### src/aapr_pkg.sv
// Package for axis-angle point rotation: constants, CORDIC table, stage word type.
`timescale 1ns / 1ps
package aapr_pkg;
	localparam int CordicStagesDef = 16;
	localparam int AtanEntries = 24;
	localparam logic signed [17:0] One14 = 18'sd16384;
	localparam logic signed [24:0] Deg360 = 25'sd92160;
	localparam logic signed [24:0] Deg180 = 25'sd46080;
	localparam logic signed [24:0] Deg90 = 25'sd23040;
	localparam logic signed [33:0] CordicGain = 34'sd652032874;

	typedef struct packed {
		logic signed [33:0] x;
		logic signed [33:0] y;
		logic signed [25:0] z;
		logic neg;
		logic signed [15:0] ax;
		logic signed [15:0] ay;
		logic signed [15:0] az;
		logic signed [31:0] px;
		logic signed [31:0] py;
		logic signed [31:0] pz;
	} cword_t;

	function automatic logic signed [25:0] atan_deg(input int i);
		logic signed [25:0] t [0:23];
		t = '{26'sd2949120, 26'sd1740967, 26'sd919879, 26'sd466945, 26'sd234379,
			26'sd117304, 26'sd58666, 26'sd29335, 26'sd14668, 26'sd7334, 26'sd3667,
			26'sd1833, 26'sd917, 26'sd458, 26'sd229, 26'sd115, 26'sd57, 26'sd29,
			26'sd14, 26'sd7, 26'sd4, 26'sd2, 26'sd1, 26'sd0};
		return t[i];
	endfunction
endpackage

### src/aapr_cell.sv
// One CORDIC rotation cell with its pipeline register.
`timescale 1ns / 1ps
module aapr_cell #(
	parameter int Shift = 0
) (
	input logic clk,
	input logic arst_n,
	input logic vld,
	input aapr_pkg::cword_t d,
	output logic vld_s1,
	output aapr_pkg::cword_t q_s1
);
	import aapr_pkg::*;
	cword_t n;
	always_comb begin
		n = d;
		if (d.z >= 0) begin
			n.x = d.x - (d.y >>> Shift);
			n.y = d.y + (d.x >>> Shift);
			n.z = d.z - atan_deg(Shift);
		end else begin
			n.x = d.x + (d.y >>> Shift);
			n.y = d.y - (d.x >>> Shift);
			n.z = d.z + atan_deg(Shift);
		end
	end
	always_ff @(posedge clk or negedge arst_n) begin
		if (!arst_n) vld_s1 <= 1'b0;
		else vld_s1 <= vld;
	end
	always_ff @(posedge clk) q_s1 <= n;
endmodule

### config.mk
export PLATFORM = sky130hd
export DESIGN_NAME = aapr_cell
export DESIGN_NICKNAME = d
export VERILOG_FILES = /design/src/aapr_pkg.sv /design/src/aapr_cell.sv
export SDC_FILE = /design/constraint.sdc
export NUM_CORES = 1
export LEC_CHECK = 0
export ABC_CLOCK_PERIOD_IN_PS = 800
export BUFFER_PORTS_ARGS = -buffer_cell sky130_fd_sc_hd__buf_2
export CAP_MARGIN = 5
export CORE_AREA = 2 2 188 190
export CTS_CLUSTER_DIAMETER = 150
export CTS_CLUSTER_SIZE = 30
export DETAILED_ROUTE_END_ITERATION = 6
export DIE_AREA = 0 0 190 192
export GPL_TIMING_DRIVEN = 0
export PLACE_DENSITY_LB_ADDON = 0.05
export SLEW_MARGIN = 40
export SYNTH_ARGS = -nofsm -noshare
export SYNTH_HDL_FRONTEND = slang
export SYNTH_SLANG_ARGS = --single-unit
### constraint.sdc
create_clock -name clk -period 0.8 [get_ports clk]
set_input_delay 0.16 -clock clk [delete_from_list [all_inputs] [get_ports clk]]
set_output_delay 0.16 -clock clk [all_outputs]
set_load 0.05 [all_outputs]
==> impl_metrics.tcl <==
set metrics [dict create \
    outcome "finished, violations left" \
    violations "negative setup slack" \
    h-tree-depth 1 \
    timing.critical_path.mode_cell "o21bai_1" \
    ys_top_cells_by_area "dfxtp_1 43%, ha_1 12%, a21oi_1 5.9%" \
    die_h_um 192 \
    synth_ff_type "dfxtp_1" \
    synth_edf_count 0 \
    syn_area_mm2 0.0110 \
    max-slew-margin-rel 0.341 \
    cts_tree "built" \
    path_clk_slew_ps 120 \
    p_per_area_mw_per_mm2 1830 \
    vdd_drop_max_uv 1710 \
    worst_hold_slack_ps 19.8 \
    cp-start-kind "primary input" \
    grt_pass1_wl_mm 74.7 \
    fmax_mhz 410 \
    yosysTopAreaCellShare 0.433 \
    worst_pin_slew_ps 989 \
    port_buffers 481 \
    nets 2312 \
    io_pins 482 \
    syn-num-nets 1534 \
    synth_largest_area_cell "dfxtp_1" \
    p_leak_nw 9.77 \
    setup_viol 315 \
    avgSynthCellArea_um2 9.33 \
    fin_crit_sh 3.05 \
    hold_viol_final 0 \
    total_power_mw 40.8 \
    numCtsBuffers 12 \
    tritoncts_num_sinks 239 \
    seq_area_mm2 0.00510 \
    first_global_vias 11800 \
    track_usage 0.272 \
    grt_max_degree 32 \
    initial_core_util 0.321 \
    cp_cell_sequence "buf_2 -> nor4_4 -> nand3_1 -> o21ai_4 -> buf_12 -> inv_8 -> clkbuf_16 -> buf_16 -> ha_4 -> a21oi_4 -> o21bai_1 -> a21oi_2 -> o21bai_1 -> a21o_1 -> a21oi_2 -> o21bai_1 -> xor2_1" \
    ys_warn_count 0 \
    required_ps 1200 \
    yosys.cell_types.count 75 \
    yosysSeqAreaShare 0.435 \
    cp.arrival_ps 2850 \
    die_w_um 190 \
    clockBufferDepth 3 \
    final_common_cell "dfxtp_2" \
    multi_input_area_mm2 0.00738 \
    synthesis.instances 1180 \
    viasPerCell 4.93 \
    vias 11900 \
    wl_per_cell_um 22.0 \
    cp-end-kind "flip-flop" \
    slowest_stage "nor4_4" \
    cp_top_family "compound AO/OA/AOI/OAI gates" \
    antenna_found_initial 6 \
    crit_type "in -> reg" \
    critPathBufInv 5 \
    grt.overflow.total 0 \
    dr.pass1.iters 5 \
    drive_gt1_frac 0.600 \
    drtIter0Drc 680 \
    rows 68 \
    drv_cap 0 \
    ys_seq_elements 239 \
    tns_ps -172560 \
    core-area_mm2 0.0343 \
    fillCellCount 2699 \
    clockRootBuffer "clkbuf_16" \
    wirelength_mm 53.2 \
    drc 0 \
    finalWorstSetupSlack_ps -1640 \
    slew_violations 0 \
    dieArea_mm2 0.0365 \
    drt.antenna.violating_nets 0 \
    crit_path_max_fanout 6 \
    areaGrowthSynthToFinish_pct 102 \
    grt_setup_unrepaired "true" \
    place_hpwl_mm 37.7 \
    hold_class "in -> reg" \
    async_reset_ff_frac 0.00418 \
    min_period_ps 2440 \
    fin_util 0.650 \
    place_congestion 0.961 \
    final_cell_mix "231 x dfxtp_2, 223 x buf_8, 221 x buf_2" \
    slowest_delay_ps 360 \
]
[stage by stage]
step                      instance area, um2  worst slack, ps  std cells
final                                  22300            -1640       2420
after detailed placement               14900            -2710       2116
after global placement                 14900            -2720       2116
after floorplan                        11900            -1910       1180
after global routing                   22300            -1730       2417
after CTS                              21300            -1750       2384
[power by group]
group	total [mW]	switching, mW	leakage (nW)	internal [mW]
clock	7.21	4.13	0.182	3.08
combinational	19.2	10.8	7.57	8.38
sequential	14.4	0.892	2.02	13.5
[kinds of logic (layout without fill, tap and decap cells)]
logic type	Yosys count	after routing	synth area share
fa+ha+maj	112	112	0.130
flops	239	239	0.435
mux	13	13	0.0118
other cells	0	4	0
compound gates	350	350	0.204
simple gates	235	235	0.102
xor+xnor	73	73	0.0581
buf+inv	158	939	0.0586
[synth_stat cells (12+ instances only)]
| master | count |
|---|---|
| dfxtp_1 | 238 |
| a21oi_1 | 129 |
| ha_1 | 108 |
| inv_1 | 106 |
| nor2_1 | 91 |
| o21ai_0 | 61 |
| xnor2_1 | 58 |
| nand2_1 | 47 |
| o21bai_1 | 34 |
| a21o_1 | 24 |
| nor3_1 | 21 |
| clkbuf_1 | 17 |
| buf_2 | 16 |
| nor2b_1 | 15 |
| xor2_1 | 15 |
| nand3_1 | 14 |
| mux2i_1 | 13 |
| o211ai_1 | 12 |
[what timing repair did]
action	4_1_cts	5_1_grt
resized for setup	1175	176
gates cloned	1	3
endpoints found under the setup margin	315	315
pin swaps	121	102
hold buffers	168	0
endpoints found under the hold margin	167	0
buffers inserted	103	43
[layout make-up]
| cell class | instances | area share |
|---|---|---|
| Sequential cell | 239 | 0.229 |
| Clock inverter | 3 | 0.00185 |
| Timing Repair Buffer | 770 | 0.349 |
| Clock buffer | 14 | 0.0148 |
| Antenna cell | 4 | 0.000449 |
| Buffer | 39 | 0.0228 |
| Inverter | 113 | 0.0251 |
| Tap cell | 455 | 0.0256 |
| Multi-Input combinational cell | 783 | 0.331 |
[flip-flops by register name, summed over array words and instances, names as in the netlist]
register / count
q_s1: 238
vld_s1: 1
[routing by layer]
| layer | vias to the layer above | part of all wire | track usage | wire, um |
|---|---|---|---|---|
| met5 | - | 0.00066 | 0 | 35 |
| met4 | 6 | 0.042 | 0.0853 | 2260 |
| met3 | 120 | 0.074 | 0.0554 | 3950 |
| met2 | 491 | 0.48 | 0.473 | 25700 |
| met1 | 5723 | 0.40 | 0.338 | 21300 |
| li1 | 5597 | - | - | - |
[final timing paths]
check | from | slack, ps | endpoint | cells past startpoint
worst max-delay path | d[146] | -1640 | q_s1[170]$_DFF_P_ | 17
max in group asynchronous | arst_n | 120 | vld_s1$_DFF_PN0_ | 3
min in group asynchronous | arst_n | 540 | vld_s1$_DFF_PN0_ | 3
worst min-delay path | d[238] | 20 | q_s1[204]$_DFF_P_ | 3
Note: power is estimated with default switching activity, not from simulation.
